## config.mk

```make
export PLATFORM = sky130hd
export DESIGN_NAME = cacf_thresh
export DESIGN_NICKNAME = d
export VERILOG_FILES = /design/src/sv/cacf_pkg.sv /design/src/sv/cacf_thresh.sv
export SDC_FILE = /design/constraint.sdc
export NUM_CORES = 2
export LEC_CHECK = 0
export BUFFER_PORTS_ARGS = -buffer_cell sky130_fd_sc_hd__buf_2
export CAP_MARGIN = 20
export CORE_MARGIN = 5
export CORE_UTILIZATION = 50
export CTS_BUF_LIST = sky130_fd_sc_hd__clkbuf_4
export CTS_CLUSTER_DIAMETER = 150
export DETAILED_ROUTE_END_ITERATION = 10
export PLACE_DENSITY = 0.67
export SYNTH_ARGS = -nofsm -noshare
export SYNTH_HDL_FRONTEND = slang
export SYNTH_SLANG_ARGS = --single-unit
```

## constraint.sdc

```tcl
create_clock -name clk -period 9 [get_ports clk]
set_input_delay 2.7 -clock clk [delete_from_list [all_inputs] [get_ports clk]]
set_output_delay 2.7 -clock clk [all_outputs]
set_load 0.005 [all_outputs]
```

## src/sv/cacf_pkg.sv

```systemverilog
// Shared types and constants for the cell-averaging CFAR I/Q detector.
// Holds the transaction payload structs, register codes and default sizes.
// No dependencies.
package cacf_pkg;

  // Default sizes, handed to the top level as parameter defaults
  localparam int unsigned TRAIN_DEF       = 32;
  localparam int unsigned GUARD_DEF       = 2;
  localparam int unsigned WINDOW_DEF      = 69;
  localparam int unsigned SAMPLE_BITS_DEF = 16;

  // Fixed field widths
  localparam int unsigned FIELD_W = 16;
  localparam int unsigned POWER_W = 32;
  localparam int unsigned GAIN_W  = 16;
  localparam int unsigned FRAC_W  = 4;

  // Width of one training-side sum at the default sizes
  localparam int unsigned SIDE_W_DEF = POWER_W + $clog2(TRAIN_DEF + 1);

  // Register reset values
  localparam logic [GAIN_W-1:0] GAIN_RESET = 16'd768;
  localparam logic [FRAC_W-1:0] FRAC_RESET = 4'd8;

  // Register port geometry and register select codes
  localparam int unsigned APB_ADDR_W  = 3;
  localparam int unsigned APB_DATA_W  = 32;
  localparam int unsigned REG_SEL_BIT = 2;
  localparam logic        REG_GAIN    = 1'b0;
  localparam logic        REG_FRAC    = 1'b1;

  typedef struct packed {
    logic signed [FIELD_W-1:0] in_real;
    logic signed [FIELD_W-1:0] in_imag;
  } in_item_t;

  typedef struct packed {
    logic signed [FIELD_W-1:0] out_real;
    logic signed [FIELD_W-1:0] out_imag;
    logic                      detected;
  } out_item_t;

  // Threshold settings from the register block
  typedef struct packed {
    logic [GAIN_W-1:0] gain;
    logic [FRAC_W-1:0] frac;
  } cfg_t;

endpackage

```

## src/sv/cacf_thresh.sv

```systemverilog
// Threshold and decision stages: average the training sums, scale by the
// gain, compare with the centre cell and drive the output register.
// Depends on cacf_pkg.
module cacf_thresh import cacf_pkg::*; #(
  parameter int unsigned TRAIN_PER_SIDE = TRAIN_DEF,
  parameter int unsigned SAMPLE_BITS    = SAMPLE_BITS_DEF,
  parameter int unsigned SIDE_W         = SIDE_W_DEF
) (
  input  logic               clk,
  input  logic               rst_n,
  input  cfg_t               cfg,
  input  logic               go,
  input  logic [SIDE_W-1:0]  side_l,
  input  logic [SIDE_W-1:0]  side_r,
  input  logic [POWER_W-1:0] centre,
  input  in_item_t           sample,
  output logic               done,
  output logic               out_valid,
  input  logic               out_stall,
  output out_item_t          out_data
);

  localparam int unsigned SUM_W     = SIDE_W + 1;
  localparam int unsigned AVG_SHIFT = $clog2(2 * TRAIN_PER_SIDE + 1) - 1;
  localparam int unsigned AVG_W     = SUM_W - AVG_SHIFT;
  localparam int unsigned PROD_W    = AVG_W + GAIN_W;
  localparam logic [FIELD_W-1:0] SMASK = FIELD_W'((64'd1 << SAMPLE_BITS) - 64'd1);

  logic [SUM_W-1:0]   sum_w;
  logic [AVG_W-1:0]   avg_nxt;
  logic [AVG_W-1:0]   avg_r;
  logic [PROD_W-1:0]  prod_r;
  logic [PROD_W-1:0]  thr_w;
  logic [POWER_W-1:0] ctr_r;
  in_item_t           smp_r;
  logic               v1_r;
  logic               v2_r;
  logic               det_w;
  logic               out_free;
  logic               load_out;
  logic               out_valid_r;
  out_item_t          out_data_r;

  // Average of both training sides
  assign sum_w   = SUM_W'(side_l) + SUM_W'(side_r);
  assign avg_nxt = AVG_W'(sum_w >> AVG_SHIFT);

  // Scaled threshold and decision
  assign thr_w = prod_r >> cfg.frac;
  assign det_w = PROD_W'(ctr_r) > thr_w;

  assign out_free = !out_valid_r || !out_stall;
  assign load_out = v2_r && out_free;
  assign done     = load_out;

  // Stage valids and output valid
  always_ff @(posedge clk) begin
    if (!rst_n) begin
      v1_r        <= 1'b0;
      v2_r        <= 1'b0;
      out_valid_r <= 1'b0;
    end else begin
      v1_r <= go;
      if (v1_r) begin
        v2_r <= 1'b1;
      end else if (load_out) begin
        v2_r <= 1'b0;
      end
      if (load_out) begin
        out_valid_r <= 1'b1;
      end else if (!out_stall) begin
        out_valid_r <= 1'b0;
      end
    end
  end

  // Payload stages
  always_ff @(posedge clk) begin
    if (go) begin
      avg_r <= avg_nxt;
      ctr_r <= centre;
      smp_r <= sample;
    end
    if (v1_r) begin
      prod_r <= PROD_W'(avg_r) * PROD_W'(cfg.gain);
    end
    if (load_out) begin
      out_data_r.out_real <= det_w ? (smp_r.in_real & SMASK) : '0;
      out_data_r.out_imag <= det_w ? (smp_r.in_imag & SMASK) : '0;
      out_data_r.detected <= det_w;
    end
  end

  assign out_valid = out_valid_r;
  assign out_data  = out_data_r;

  // A new item only enters an empty pipeline
  a_go_idle: assert property (@(posedge clk) disable iff (!rst_n)
    go |-> !v1_r && !v2_r)
    else $error("threshold pipeline started while busy");

  // No detection means both samples are zero
  a_zero_miss: assert property (@(posedge clk) disable iff (!rst_n)
    out_valid_r && !out_data_r.detected |->
      out_data_r.out_real == '0 && out_data_r.out_imag == '0)
    else $error("sample passed without detection");

  // A finished decision waits while the output register is full
  a_hold_dec: assert property (@(posedge clk) disable iff (!rst_n)
    v2_r && !load_out |=> v2_r)
    else $error("decision lost under stall");

endmodule

```

==> impl_metrics.yaml <==
floorplan:
  die_width_um: 240
  initial_utilization: 0.503
  core.rowCount: 84
  boundaryPins: 199
  floorplan.die_area_um2: 57500
  coreArea_um2: 52400
  die_h_um: 240
logic_synthesis:
  postSynthNetCount: 3487
  yosys-top-cells-area: "sky130_fd_sc_hd__fa_1 33%, sky130_fd_sc_hd__edfxtp_1 20%, sky130_fd_sc_hd__ha_1 9.0%"
  ys_warn_count: 0
  post_synth.cell_area_avg_um2: 9.77
  sequential_share_of_the_synthesized_area: 0.206
  asyncSetResetFlopFracSynth: 0
  ys.flop_type: "sky130_fd_sc_hd__edfxtp_1"
  synth_top_area_frac: 0.328
  synth_cell_types: 68
  synth_edf_count: 179
  syn-cell-area_um2: 26400
  synthCells: 2701
  number_of_synthesized_register_bits: 182
  yosys.area.top_type: "sky130_fd_sc_hd__fa_1"
timing:
  fmax_mhz: 122
  timing.clock.skew_ns: 0.0463
  finalSetupViolations: 0
  rsz_0062_raised_after_global_routing: "no"
  slew-limit-headroom: 0.337
  setup_tns_ns: 0
  layout_min_cycle_time_ns: 8.20
  drv_slew: 0
  final-hold-violation-count: 0
  final_min_period_over_clock_period: 0.911
  actual_transition_at_the_worst_max_transition_pin_ns: 0.988
setup_path:
  worst-setup-path-type: "input port to flip-flop"
  arrival_ns: 8.71
  setup.worst_path.end_class: "flip-flop"
  start_kind: "input port"
  most_frequent_cell_on_critical_path: "sky130_fd_sc_hd__fa_1"
  critical_path_required_ns: 9.51
  cpMaxStageDelayCell: "sky130_fd_sc_hd__fa_1"
  path_cells: "buf_2, nand2_1, fa_1, fa_1, fa_1, inv_1, fa_1, fa_1, fa_1, ha_1, a21oi_1, o21ai_0, o22ai_1, a31o_2, a2111oi_4, nor2_1, o41ai_1, o21ai_1, xnor2_1"
  critical_path_peak_fanout: 20
  critical-path-max-stage-delay_ns: 0.55
global_routing:
  global_route.usage.total: 0.221
  grt_overflow_total: 0
  grt_first_pass_wirelength_um: 103000
  grt_antenna_before_repair: 3
  number_of_global_route_vias_before_repair: 20200
  grt_max_degree: 60
routing:
  drt_wl_total_um: 61500
  routed_wire_length_per_instance_um: 17.4
  drtPass1Iterations: 7
  drt_iter0_drc: 1390
  drcViolationCount: 0
  postRouteAntennaNets: 0
  dr_total_vias: 19000
  viasPerCell: 5.35
run:
  maxCapViolations: 0
clocking:
  post_cts.repair.setup_buffers: 0
  htreeDepth: 4
  numCtsBuffers: 17
  tritoncts_num_sinks: 182
  cts.clk_slew.worst_paths_ns: 0.16
  worst_skew_pair.late_latency_ns: 0.78
  cts_hold_buf: 0
  post_cts.resized_instances: 0
  tritoncts: "built"
  clk_root_buffer_cell: "sky130_fd_sc_hd__clkbuf_4"
  clk_path_buf_depth: 2
worst_hold_path:
  holdCritPathClass: "flip-flop to flip-flop"
status:
  outcome: "complete, no violations"
final_layout:
  final_layout_size_suffix_gt1_frac: 0.113
  area_delta_synth_final_pct: 7.74
  nFillCells: 4589
  final_stage_net_count: 3624
placed_design:
  gp_congestion: 0.904
  numPortBuffers: 198
  hpwl_um: 50300
## layout by cell type, fill, tap and decap left out, types with 27 or more instances in the layout
cell,Yosys,final
sky130_fd_sc_hd__a21o_1,38,38
sky130_fd_sc_hd__a21oi_1,102,102
sky130_fd_sc_hd__and2_1,257,257
sky130_fd_sc_hd__buf_2,9,197
sky130_fd_sc_hd__buf_4,1,39
sky130_fd_sc_hd__edfxtp_1,179,179
sky130_fd_sc_hd__fa_1,432,432
sky130_fd_sc_hd__ha_1,190,190
sky130_fd_sc_hd__inv_1,482,482
sky130_fd_sc_hd__mux2i_1,27,27
sky130_fd_sc_hd__nand2_1,434,434
sky130_fd_sc_hd__nor2_1,69,69
sky130_fd_sc_hd__o21ai_0,47,47
sky130_fd_sc_hd__xnor2_1,49,49
## Yosys cell counts, types with 3 or more instances
master,count
sky130_fd_sc_hd__and2_1,257
sky130_fd_sc_hd__o31ai_1,6
sky130_fd_sc_hd__a21o_1,38
sky130_fd_sc_hd__and3_1,12
sky130_fd_sc_hd__clkbuf_1,100
sky130_fd_sc_hd__o22ai_1,4
sky130_fd_sc_hd__xor2_1,24
sky130_fd_sc_hd__buf_2,9
sky130_fd_sc_hd__o21bai_1,12
sky130_fd_sc_hd__nor3b_1,3
sky130_fd_sc_hd__mux4_2,24
sky130_fd_sc_hd__ha_1,190
sky130_fd_sc_hd__o21ai_0,47
sky130_fd_sc_hd__inv_1,482
sky130_fd_sc_hd__o21a_1,15
sky130_fd_sc_hd__a221o_1,4
sky130_fd_sc_hd__buf_1,5
sky130_fd_sc_hd__edfxtp_1,179
sky130_fd_sc_hd__o21ai_1,4
sky130_fd_sc_hd__a21oi_1,102
sky130_fd_sc_hd__o211ai_1,5
sky130_fd_sc_hd__fa_1,432
sky130_fd_sc_hd__nor2b_1,16
sky130_fd_sc_hd__a31oi_1,20
sky130_fd_sc_hd__xnor2_1,49
sky130_fd_sc_hd__a211o_1,3
sky130_fd_sc_hd__nor3_1,14
sky130_fd_sc_hd__nand3_1,24
sky130_fd_sc_hd__nor2_1,69
sky130_fd_sc_hd__a211oi_1,10
sky130_fd_sc_hd__a21oi_2,4
sky130_fd_sc_hd__dfxtp_1,3
sky130_fd_sc_hd__buf_6,6
sky130_fd_sc_hd__nand2b_1,6
sky130_fd_sc_hd__mux2_2,4
sky130_fd_sc_hd__nand4_1,17
sky130_fd_sc_hd__mux2i_1,27
sky130_fd_sc_hd__nand2_1,434
## metrics by stage
step                instance area (um2)  hold WS, ns   util  setup WS (ns)  instances
floorplan                         26400        0.475      -          0.524       2701
global placement                  28100        0.497  0.536          0.185       3505
detailed placement                28100        0.501  0.536         0.0830       3505
CTS                               28400        0.534  0.541          0.969       3537
global route                      28400        0.559  0.542          0.448       3542
finish                            28400        0.534  0.542          0.798       3543
## path summary, 6_finish.rpt
path	to	from	slack (ns)	depth (start not counted)
hold / removal	out_data[16]	smp_r[15]	0.53	1
hold reg to reg	out_data[16]	smp_r[15]	0.53	1
setup / recovery	prod_r[47]	cfg[5]	0.80	19
setup reg to reg	prod_r[47]	avg_r[19]	2.23	19
## area by class of cell
cell class                 count  area (um2)  area share
tap                          688         861      0.0303
clock inverter                14         170     0.00598
timing repair buffer         241        1380      0.0485
clock buffer                  18         135     0.00475
multi-input combinational   1912       18600       0.655
antenna                        4        10.0    0.000352
inverter                     484        1820      0.0639
sequential                   182        5440       0.191
## worst max-delay path: cells and delay by family
family	cells	cell delay (ns)
AOI/OAI and AO/OA	7	1.79
buffers and inverters	2	0.40
and+or+nand+nor	2	0.27
adders and majority gates	7	3.41
xor gates and xnor gates	1	0.13
## sequential cells by signal, indices dropped and copies added (netlist names)
| register | cells |
|---|---|
| prod_r | 49 |
| v2_r | 1 |
| ctr_r | 32 |
| smp_r | 32 |
| out_data | 33 |
| out_valid | 1 |
| v1_r | 1 |
| avg_r | 33 |
## kinds of logic (layout without fill, tap and decap cells)
group           after synthesis  count (layout)  share of synthesized area
mux                          55              55                     0.0324
other cells                   0               4                          0
fa+ha+maj                   622             622                      0.418
compound gates              301             301                     0.0759
xor+xnor                     73              73                     0.0242
simple gates                861             861                      0.155
buf+inv                     607             757                     0.0887
flops                       182             182                      0.206
## routing by layer
layer	track usage	share of wire	vias to the layer above	wire length, um
met1	0.312	0.44	9424	26800
met2	0.356	0.47	691	29100
met5	0	0	-	0
met3	0.0426	0.077	65	4740
li1	-	-	8782	-
met4	0.0545	0.015	0	906
Power is left out: the tool's default activity adds up to more than one toggle a clock period on the data nets, which glitch-free logic cannot reach.
