==> src/sv/cacf_pkg.sv <==
// Shared types and constants for the cell-averaging CFAR I/Q detector.
// Holds the transaction payload structs, register codes and default sizes.
// No dependencies.
package cacf_pkg;

  // Default sizes, handed to the top level as parameter defaults
  localparam int unsigned TRAIN_DEF       = 32;
  localparam int unsigned GUARD_DEF       = 2;
  localparam int unsigned WINDOW_DEF      = 69;
  localparam int unsigned SAMPLE_BITS_DEF = 16;

  // Fixed field widths
  localparam int unsigned FIELD_W = 16;
  localparam int unsigned POWER_W = 32;
  localparam int unsigned GAIN_W  = 16;
  localparam int unsigned FRAC_W  = 4;

  // Width of one training-side sum at the default sizes
  localparam int unsigned SIDE_W_DEF = POWER_W + $clog2(TRAIN_DEF + 1);

  // Register reset values
  localparam logic [GAIN_W-1:0] GAIN_RESET = 16'd768;
  localparam logic [FRAC_W-1:0] FRAC_RESET = 4'd8;

  // Register port geometry and register select codes
  localparam int unsigned APB_ADDR_W  = 3;
  localparam int unsigned APB_DATA_W  = 32;
  localparam int unsigned REG_SEL_BIT = 2;
  localparam logic        REG_GAIN    = 1'b0;
  localparam logic        REG_FRAC    = 1'b1;

  typedef struct packed {
    logic signed [FIELD_W-1:0] in_real;
    logic signed [FIELD_W-1:0] in_imag;
  } in_item_t;

  typedef struct packed {
    logic signed [FIELD_W-1:0] out_real;
    logic signed [FIELD_W-1:0] out_imag;
    logic                      detected;
  } out_item_t;

  // Threshold settings from the register block
  typedef struct packed {
    logic [GAIN_W-1:0] gain;
    logic [FRAC_W-1:0] frac;
  } cfg_t;

endpackage

==> src/sv/cacf_regs.sv <==
// Register block of the CFAR detector: threshold gain and fraction bits.
// APB-style write/read port, zero wait states. Depends on cacf_pkg.
module cacf_regs import cacf_pkg::*; (
  input  logic                  clk,
  input  logic                  rst_n,
  input  logic                  psel,
  input  logic                  penable,
  input  logic                  pwrite,
  input  logic [APB_ADDR_W-1:0] paddr,
  input  logic [APB_DATA_W-1:0] pwdata,
  output logic [APB_DATA_W-1:0] prdata,
  output logic                  pready,
  output cfg_t                  cfg
);

  logic [GAIN_W-1:0] gain_r;
  logic [FRAC_W-1:0] frac_r;
  logic              wr_en;

  assign pready = 1'b1;
  assign wr_en  = psel & penable & pwrite & pready;

  // Write on the access phase
  always_ff @(posedge clk) begin
    if (!rst_n) begin
      gain_r <= GAIN_RESET;
      frac_r <= FRAC_RESET;
    end else if (wr_en) begin
      unique case (paddr[REG_SEL_BIT])
        REG_GAIN: gain_r <= pwdata[GAIN_W-1:0];
        REG_FRAC: frac_r <= pwdata[FRAC_W-1:0];
      endcase
    end
  end

  // Read back
  always_comb begin
    unique case (paddr[REG_SEL_BIT])
      REG_GAIN: prdata = APB_DATA_W'(gain_r);
      REG_FRAC: prdata = APB_DATA_W'(frac_r);
    endcase
  end

  assign cfg.gain = gain_r;
  assign cfg.frac = frac_r;

endmodule

==> config.mk <==
export PLATFORM = sky130hd
export DESIGN_NAME = cacf_regs
export DESIGN_NICKNAME = d
export VERILOG_FILES = /design/src/sv/cacf_pkg.sv /design/src/sv/cacf_regs.sv
export SDC_FILE = /design/constraint.sdc
export NUM_CORES = 1
export LEC_CHECK = 0
export ABC_CLOCK_PERIOD_IN_PS = 970
export BUFFER_PORTS_ARGS = -buffer_cell sky130_fd_sc_hd__buf_2
export CORE_ASPECT_RATIO = 1.1
export CORE_MARGIN = 5
export CORE_UTILIZATION = 34
export CTS_CLUSTER_SIZE = 40
export DETAILED_ROUTE_END_ITERATION = 8
export MAX_ROUTING_LAYER = met4
export PLACE_DENSITY = 0.75
export SYNTH_ARGS = -nofsm -noshare
export SYNTH_HDL_FRONTEND = slang
export SYNTH_SLANG_ARGS = --single-unit
==> constraint.sdc <==
create_clock -name clk -period 0.97 [get_ports clk]
set_input_delay 0.194 -clock clk [delete_from_list [all_inputs] [get_ports clk]]
set_output_delay 0.194 -clock clk [all_outputs]
set_load 0.01 [all_outputs]
==> flow_summary.yaml, run 1 <==
outcome:
  outcome: "complete, but fails checks"
  violations: "setup timing"
routing:
  viasPerCell: 4.398
  dr.pass1.iters: 3
  drc: 0
  drtIter0Drc: 36
  dr_total_vias: 1060
  drt-met1-wl_mm: 1.163
  totalWireLength_mm: 3.222
  wl_per_cell_um: 13.37
  ant_nets: 0
  dr_wl_met2_mm: 1.835
  dr_wl_met3_um: 145
  highest_layer: "met4"
floorplan:
  die_h_um: 69.48
  start_util_pct: 35.57
  num_rows: 21
  die_area_sq_mm: 0.004452
  dieWidth_um: 64.08
  ios: 93
  core_area_sq_mm: 0.003074
critical_path:
  startpoint_type: "register"
  worstPathRequired_ns: 0.78
  cpMaxStageDelayCell: "dfxtp_2"
  cp-end-kind: "primary output"
  path_max_fanout: 2
  crit_chain: "mux2_2 > buf_6"
  critical_path_class: "reg -> out"
  slowest_delay_ns: 0.34
  worstPathArrival_ns: 1.04
grt:
  grt_pass1_wl_mm: 4.340
  antenna_found_initial: 0
  grt_overflow_total: 0
  grt_use_total_pct: 12.31
  grt_max_degree: 22
  grt_pass1_vias: 954
clocking:
  cts_made_buffers: 3
  cts.reportedPaths.clkPinSlew_ns: 0.13
  cts.path.max_buffers: 2
  clock_sinks: 20
  htreeDepth: 1
  cts_tree: "done"
  root_buffer: "clkbuf_4"
  worst_skew_pair.late_latency_ns: 0.29
layout:
  insertedDiodeCount: 0
  post_route_cells_drive_above_1_share_pct: 59.42
  layout_common_cells: "45 x buf_6, 31 x nand2_1, 29 x buf_2"
  seq_area_sq_um: 425.4
  fillCellCount: 250
  multi_input_area_sq_um: 581.8
  areaGrowthSynthToFinish_pct: 75.51
  post-route-util_pct: 62.43
  final_net_count: 248
  layout_commonest_cell: "buf_6"
power_and_ir_drop:
  power_frac_seq_pct: 45.1
  sw_frac_of_total_pct: 23.62
  p_clk_share_pct: 36.2
  power.leakage_nw: 0.9541
  ir_worst_vdd_mv: 0.7221
  comb_power_share_pct: 18.7
  power_mw: 1.901
  p_switching_mw: 0.4490
  p_int_mw: 1.452
  powerDensity_mw_per_mm2: 990.5
synthesis:
  syn_area_per_cell_sq_um: 8.964
  synth-seq-area-share_pct: 36.61
  ys_ff_latch: 20
  synth_cells: 122
  yosysWarnings: 0
  yosysUniqueCellTypes: 14
  synth_area_sq_mm: 0.001094
sta:
  finClkSkew_ns: 0
  fmax_mhz: 811.0
  finalCriticalPeriod_ns: 1.233
  setup_ws_ns: -0.2631
  fin_crit_sh_pct: 127.1
  grt_setup_unrepaired: "yes"
  slew_violations: 0
  hold_viol: 0
  setup_viol: 33
place:
  io_buffers: 57
  gp_congestion: 0.6885
  dp_hpwl_mm: 1.927
run:
  maxCapViolCount: 0
hold_path:
  holdCritPathClass: "in -> reg"
per-stage QoR:
| stage | std cells | TNS [ns] | cell area, sq um | hold slack, ns | setup slack [ns] |
|---|---|---|---|---|---|
| after floorplan | 137 | -0.8201 | 1154 | 0.3361 | -0.08204 |
| after global placement | 210 | -2.135 | 1378 | 0.4437 | -0.1694 |
| after detailed placement | 210 | -2.453 | 1378 | 0.4464 | -0.1737 |
| after CTS | 227 | -3.671 | 1720 | 0.1140 | -0.2556 |
| after global routing | 241 | -5.984 | 1919 | 0.1179 | -0.3006 |
| final | 241 | -4.806 | 1919 | 0.1091 | -0.2631 |
metal layers:
| metal | vias up | track usage, % |
|---|---|---|
| li1 | 523 | - |
| met1 | 495 | 11.26 |
| met2 | 36 | 24.47 |
| met3 | 6 | 0.9724 |
| met4 | 0 | 5.774 |
| met5 | - | - |
power groups by stage:
stage	registers, mW	clock network, mW	logic [mW]
global route	0.859	0.727	0.384
floorplan	0.877	0	0.194
global placement	0.869	0	0.258
finish	0.857	0.689	0.356
CTS	0.855	0.693	0.311
detailed placement	0.870	0	0.260
cells by family after synthesis:
| kind of cell | Yosys count | share of synthesized area, % |
|---|---|---|
| and+or+nand+nor | 51 | 22.88 |
| buffers and inverters | 25 | 17.39 |
| muxes | 24 | 22.43 |
| DFF | 20 | 36.61 |
| other | 2 | 0.6868 |
area by class of cell:
class | instances | share of cell area, %
Clock inverter | 1 | 1.565
Clock buffer | 3 | 1.173
Timing Repair Buffer | 91 | 42.57
Multi-Input combinational cell | 92 | 30.31
Tap cell | 34 | 2.216
Sequential cell | 20 | 22.16
registers in the layout (all words and copies together), names as in the netlist:
| signal | count |
|---|---|
| gain_r | 16 |
| frac_r | 4 |
critical path: cells and delay by family, from the launching register on:
family                 cells  cell delay [ns]
multiplexers               1             0.27
buffers and inverters      1             0.13
flip-flops                 1             0.34
Yosys cell counts, drive strengths merged:
library cell | instances | area [sq um]
dfxtp | 20 | 400.4
and4b | 1 | 10.01
nor2b | 16 | 100.1
and2b | 2 | 17.52
nand2 | 31 | 116.4
mux2 | 4 | 45.04
clkbuf | 4 | 15.01
nand4 | 1 | 6.260
mux2i | 20 | 200.2
conb | 2 | 7.510
buf | 21 | 175.2
worst paths after layout:
kind / cells past startpoint / start / slack, ns / endpoint
min reg2reg: 2 / gain_r[11] / 0.48 / gain_r[11]
max reg2reg: 5 / gain_r[3] / 0.07 / gain_r[3]
min: 3 / pwdata[7] / 0.11 / gain_r[7]
max: 2 / frac_r[3] / -0.26 / prdata[3]
timing repair:
action | 4_1_cts | 5_1_grt
hold buffers | 0 | 0
setup buffers | 13 | 16
setup endpoints to repair | 36 | 36
pin swaps | 0 | 0
gates resized for setup | 51 | 21
(Power assumes the default switching activity.)
==> inputs of run 2 (changes only) <==
ABC_AREA = 1   (was unset)
CORE_UTILIZATION = 35   (was 34)
PLACE_DENSITY = 0.76   (was 0.75)
==> flow_summary.yaml, run 2 <==
outcome:
  outcome: "complete, but fails checks"
  violations: "setup timing"
synthesis:
  yosysMostFrequentCell: "nor2_1"
  syn_area_per_cell_sq_um: 6.256
  synth_cells: 182
  yosysUniqueCellTypes: 12
  yosysWarnings: 0
  ys_ff_latch: 20
  synthTopCellsByCount: "47 x nor2_1, 36 x nand2_1, 28 x inv_1"
  yosys-top-cells-area: "dfxtp_1 35%, nor2_1 15%, buf_4 12%, nand2_1 12%, inv_1 9.2%"
  synthSimpleGateAreaFrac_pct: 39.01
  synthFlopType: "dfxtp_1"
  synth_top_family_by_area: "simple AND/OR/NAND/NOR gates"
  synth_compound_area_share_pct: 0.4396
  yosysTopAreaCell: "dfxtp_1"
  synth-edff-count: 0
  synth-seq-area-share_pct: 35.16
  ys_async_sr_fraction_pct: 0
  synthMuxAreaShare_pct: 0
  yosysTopAreaCellShare_pct: 35.16
  synth_xor_area_share_pct: 0
  synth-adder-area-share_pct: 0
  synth_area_sq_mm: 0.001139
critical_path:
  startpoint_type: "register"
  worstPathRequired_ns: 0.78
  cpMaxStageDelayCell: "dfxtp_2"
  path_buf_inv: 2
  slowest_delay_ns: 0.37
  cp_top_family: "flip-flops"
  cp-end-kind: "primary output"
  crit_chain: "inv_2 > nor2_2 > buf_2"
  worstPathArrival_ns: 0.91
  path_max_fanout: 3
  critical_path_class: "reg -> out"
grt:
  antenna_found_initial: 0
  grt_pass1_vias: 1048
  grt_max_degree: 21
  grt_use_total_pct: 13.38
  grt_pass1_wl_mm: 4.705
  grt_overflow_total: 0
layout:
  top_register: "gain_r"
  layout_common_cells: "44 x nor2_1, 40 x buf_2, 36 x nand2_1"
  layout_commonest_cell: "nor2_1"
  reg.largest.list: "gain_r x16, frac_r x4"
  final_net_count: 289
  insertedDiodeCount: 0
  largest_reg_flops: 16
  post_route_cells_drive_above_1_share_pct: 43.15
  finalNonFillerCells: 282
  areaGrowthSynthToFinish_pct: 48.02
power_and_ir_drop:
  p_int_mw: 1.266
  p_clk_share_pct: 27.6
  ir_worst_vdd_mv: 0.6130
  comb_power_share_pct: 22.2
  power.leakage_nw: 0.9346
  power_frac_seq_pct: 50.2
  powerDensity_mw_per_mm2: 1041
  p_switching_mw: 0.4893
  sw_frac_of_total_pct: 27.88
floorplan:
  ios: 93
  num_rows: 21
  dieWidth_um: 64.38
  start_util_pct: 36.72
  die_h_um: 69.82
  core_area_sq_mm: 0.003100
  die_area_sq_mm: 0.004495
clocking:
  clock_sinks: 20
  root_buffer: "clkbuf_4"
  cts_made_buffers: 3
  htreeDepth: 1
  cts.reportedPaths.clkPinSlew_ns: 0.12
  cts.path.max_buffers: 2
  worst_skew_pair.late_latency_ns: 0.30
  cts_tree: "done"
sta:
  slew_violations: 0
  fin_crit_sh_pct: 114.1
  finClkSkew_ns: 0
  hold_viol: 0
  setup_viol: 26
  setup_ws_ns: -0.1363
  grt_setup_unrepaired: "yes"
  timing.setup.tns_ns: -2.478
  finalCriticalPeriod_ns: 1.106
  fmax_mhz: 903.9
routing:
  dr_total_vias: 1167
  ant_nets: 0
  totalWireLength_mm: 2.934
  dr.pass1.iters: 4
  drtIter0Drc: 12
  drc: 0
  viasPerCell: 4.138
  wl_per_cell_um: 10.40
place:
  dp_hpwl_mm: 2.087
  io_buffers: 57
  gp_congestion: 0.7595
  dpl.cell_count: 269
hold_path:
  holdCritPathClass: "in -> reg"
run:
  maxCapViolCount: 0
==> run 2: cell types whose count changed after synthesis, sizes merged <==
cell	previous run	this run
nand3	0	21
nand2	31	36
nand4	1	0
and2b	2	0
nor2b	16	0
mux2	4	0
o21ai	0	1
and4b	1	0
inv	0	28
clkbuf	4	0
nor2	0	49
buf	21	25
mux2i	20	0
==> run 2: area by class of cell <==
type                            instances  area (sq um)
Fill cell                             327          1415
Timing Repair Buffer                   72         555.5
Tap cell                               34         42.54
Inverter                               28         105.1
Multi-Input combinational cell        124         520.5
Clock buffer                            4         36.28
Sequential cell                        20         425.4
==> run 2: cell families after synthesis <==
kind of cell,after synthesis
flip-flops,20
other,2
AO/OA/AOI/OAI,1
AND/OR/NAND/NOR,106
buffers and inverters,53
==> run 2: metrics by stage <==
step / util, % / hold slack [ns] / area [sq um] / power [mW] / worst slack, ns
2_1_floorplan: - / 0.3201 / 1195 / 1.133 / 0.08276
3_3_place_gp: 45.68 / 0.4042 / 1416 / 1.217 / -0.05892
3_5_place_dp: 45.68 / 0.4140 / 1416 / 1.221 / -0.1038
4_1_cts: 49.27 / 0.09298 / 1528 / 1.726 / -0.1308
5_1_grt: 54.36 / 0.1068 / 1685 / 1.866 / -0.2091
6_report: 54.36 / 0.1051 / 1685 / 1.755 / -0.1363
==> run 2: final timing paths <==
path | from | to | slack (ns) | cells past startpoint
min reg2reg | gain_r[9] | gain_r[9] | 0.48 | 2
max reg2reg | gain_r[4] | gain_r[4] | 0.18 | 4
max | gain_r[7] | prdata[7] | -0.14 | 3
min | pwdata[8] | gain_r[8] | 0.11 | 3
==> run 2: routing by layer <==
metal  up-vias  wire length [um]  global-route usage, %
met5         -                 0                      -
met4         0                19                  4.225
met3         2               148                  2.755
met2        31              1627                  23.28
met1       502              1139                  15.17
li1        632                 -                      -
==> run 2: timing repair <==
action | 4_1_cts | 5_1_grt
buffers inserted | 0 | 9
setup endpoints to repair | 36 | 36
hold buffers | 0 | 0
resized for setup | 28 | 24
endpoints found under the hold margin | 0 | 0
pin swaps | 8 | 4
==> run 2: power by group through the flow <==
stage | logic [mW] | clock network (mW) | registers (mW)
2_1_floorplan | 0.232 | 0 | 0.901
3_3_place_gp | 0.329 | 0 | 0.888
3_5_place_dp | 0.332 | 0 | 0.889
4_1_cts | 0.346 | 0.502 | 0.878
5_1_grt | 0.439 | 0.542 | 0.886
6_report | 0.389 | 0.484 | 0.882
==> run 2: tightest hold or removal path, cell delays in order <==
cell and delay [ns]:
buf_2 0.08, nand2_1 0.04, nand3_1 0.06
==> inputs of run 3 (changes only) <==
ABC_CLOCK_PERIOD_IN_PS = 1070   (was 970)
CORE_UTILIZATION = 38   (was 35)
PLACE_DENSITY = 0.79   (was 0.76)
clock period = 1.07 ns   (was 0.97 ns; I/O delays follow)
==> flow_summary.yaml, run 3 (synthesis gave the netlist of run 2 again) <==
outcome:
  outcome: "complete, but fails checks"
  violations: "setup timing"
floorplan:
  die_h_um: 67.41
  dieWidth_um: 62.19
  die_area_sq_mm: 0.004192
  num_rows: 20
  ios: 93
  start_util_pct: 40.27
  core_area_sq_mm: 0.002828
layout:
  final_net_count: 282
  layout_commonest_cell: "buf_2"
  seq_area_sq_um: 425.4
  post_route_cells_drive_above_1_share_pct: 44.40
  largest_reg_flops: 16
  finalNonFillerCells: 274
  fillCellCount: 316
  insertedDiodeCount: 0
  reg.largest.list: "gain_r x16, frac_r x4"
  multi_input_area_sq_um: 520.5
  final_cell_area_sq_mm: 0.001499
  top_register: "gain_r"
  areaGrowthSynthToFinish_pct: 31.65
  layout_common_cells: "57 x buf_2, 44 x nor2_1, 36 x nand2_1"
critical_path:
  crit_chain: "nand2_1 > nand2_1 > buf_2"
  r2r_start: "frac_r[3]"
  crit_end: "prdata[3]"
  cp-startpoint: "gain_r[3]"
  cp_common_cell: "nand2_1"
  cpMaxStageDelayCell: "dfxtp_2"
  r2r_setup_slack_ns: 0.48
  cp-end-kind: "primary output"
  slowest_delay_ns: 0.35
  reg2reg_to: "frac_r[3]"
  critical_path_class: "reg -> out"
  path_max_fanout: 3
  worstPathRequired_ns: 0.86
  worst-r2r-cell-count: 2
  worstPathArrival_ns: 0.90
  startpoint_type: "register"
sta:
  fmax_mhz: 896.9
  slew_violations: 0
  finalCriticalPeriod_ns: 1.115
  setup_viol: 16
  grt_setup_unrepaired: "yes"
  timing.setup.tns_ns: -0.5315
  fin_crit_sh_pct: 104.2
  hold_viol: 0
  finClkSkew_ns: 0
  setup_ws_ns: -0.04491
place:
  gp_congestion: 0.6874
  dpl_cell_area_sq_mm: 0.001430
  io_buffers: 57
  place_ws_ns: -0.06799
  dpl.cell_count: 270
  dp_hpwl_mm: 2.207
power_and_ir_drop:
  sw_frac_of_total_pct: 28.28
  ir_worst_vdd_mv: 0.6874
  power_mw: 1.548
  power.leakage_nw: 0.8695
  power_frac_seq_pct: 51.4
  powerDensity_mw_per_mm2: 1032
  p_clk_share_pct: 28.5
  p_switching_mw: 0.4376
  p_int_mw: 1.110
  comb_power_share_pct: 20.0
routing:
  dr_total_vias: 1177
  drc: 0
  drtIter0Drc: 48
  viasPerCell: 4.296
  totalWireLength_mm: 2.826
  wl_per_cell_um: 10.31
  dr.pass1.iters: 6
  ant_nets: 0
grt:
  grt_max_degree: 21
  grt_pass1_vias: 1158
  grt_use_total_pct: 14.36
  grt_pass1_wl_mm: 4.767
  grt_overflow_total: 0
  antenna_found_initial: 0
clocking:
  cts_tree: "done"
  clock_sinks: 20
  htreeDepth: 1
  worst_skew_pair.late_latency_ns: 0.30
  cts.path.max_buffers: 2
  cts_made_buffers: 3
  root_buffer: "clkbuf_4"
  cts.reportedPaths.clkPinSlew_ns: 0.11
hold_path:
  hold_depth: 3
  holdCritPathClass: "in -> reg"
run:
  maxCapViolCount: 0
## run 3: cell count changes in the layout (fill, tap and decap cells not counted)
cell,change
inv_2,+7
buf_6,-24
buf_2,+17
inv_1,-7
## run 3: worst max-delay path, delay by kind of cell, from the launching register on
| kind | cells | cell delay, ns |
|---|---|---|
| buf+inv | 1 | 0.13 |
| simple gates | 2 | 0.12 |
| flops | 1 | 0.35 |
## run 3: routing by layer
layer	wire, um	vias up	GRT usage, %
met1	1124	509	13.88
met2	1410	46	26.17
met3	258	4	5.491
met5	0	-	-
met4	34	0	5.420
li1	-	618	-
## run 3: cell type report
cell class                 instances  area share, %
clock buffer                       4          2.421
inverter                          28          7.012
multi-input combinational        124          34.72
sequential                        20          28.38
tap                               33          2.755
timing repair buffer              65          24.71
## run 3: worst min path at each step
stage	to	startpoint	slack, ns
6_report	gain_r[8]	pwdata[8]	0.12
4_1_cts	gain_r[8]	pwdata[8]	0.11
5_1_grt	gain_r[8]	pwdata[8]	0.13
3_3_place_gp	gain_r[8]	pwdata[8]	0.42
2_1_floorplan	gain_r[8]	pwdata[8]	0.34
3_5_place_dp	gain_r[8]	pwdata[8]	0.43
## run 3: stage by stage
step / util, % / hold slack, ns
2_1_floorplan: - / 0.3401
3_3_place_gp: 50.58 / 0.4241
3_5_place_dp: 50.58 / 0.4307
4_1_cts: 52.70 / 0.1063
5_1_grt: 53.01 / 0.1310
6_report: 53.01 / 0.1158
## run 3: power groups by stage
| stage | clock network, mW | registers (mW) | logic (mW) |
|---|---|---|---|
| 2_1_floorplan | 0 | 0.817 | 0.210 |
| 3_3_place_gp | 0 | 0.805 | 0.303 |
| 3_5_place_dp | 0 | 0.806 | 0.308 |
| 4_1_cts | 0.462 | 0.794 | 0.309 |
| 5_1_grt | 0.480 | 0.801 | 0.351 |
| 6_report | 0.442 | 0.796 | 0.310 |
## run 3: what timing repair did
item | CTS | global route
resized for setup | 22 | 13
buffers inserted | 0 | 0
endpoints found under the hold margin | 0 | 0
pin swaps | 0 | 3
hold buffers | 0 | 0
setup endpoints to repair | 16 | 17
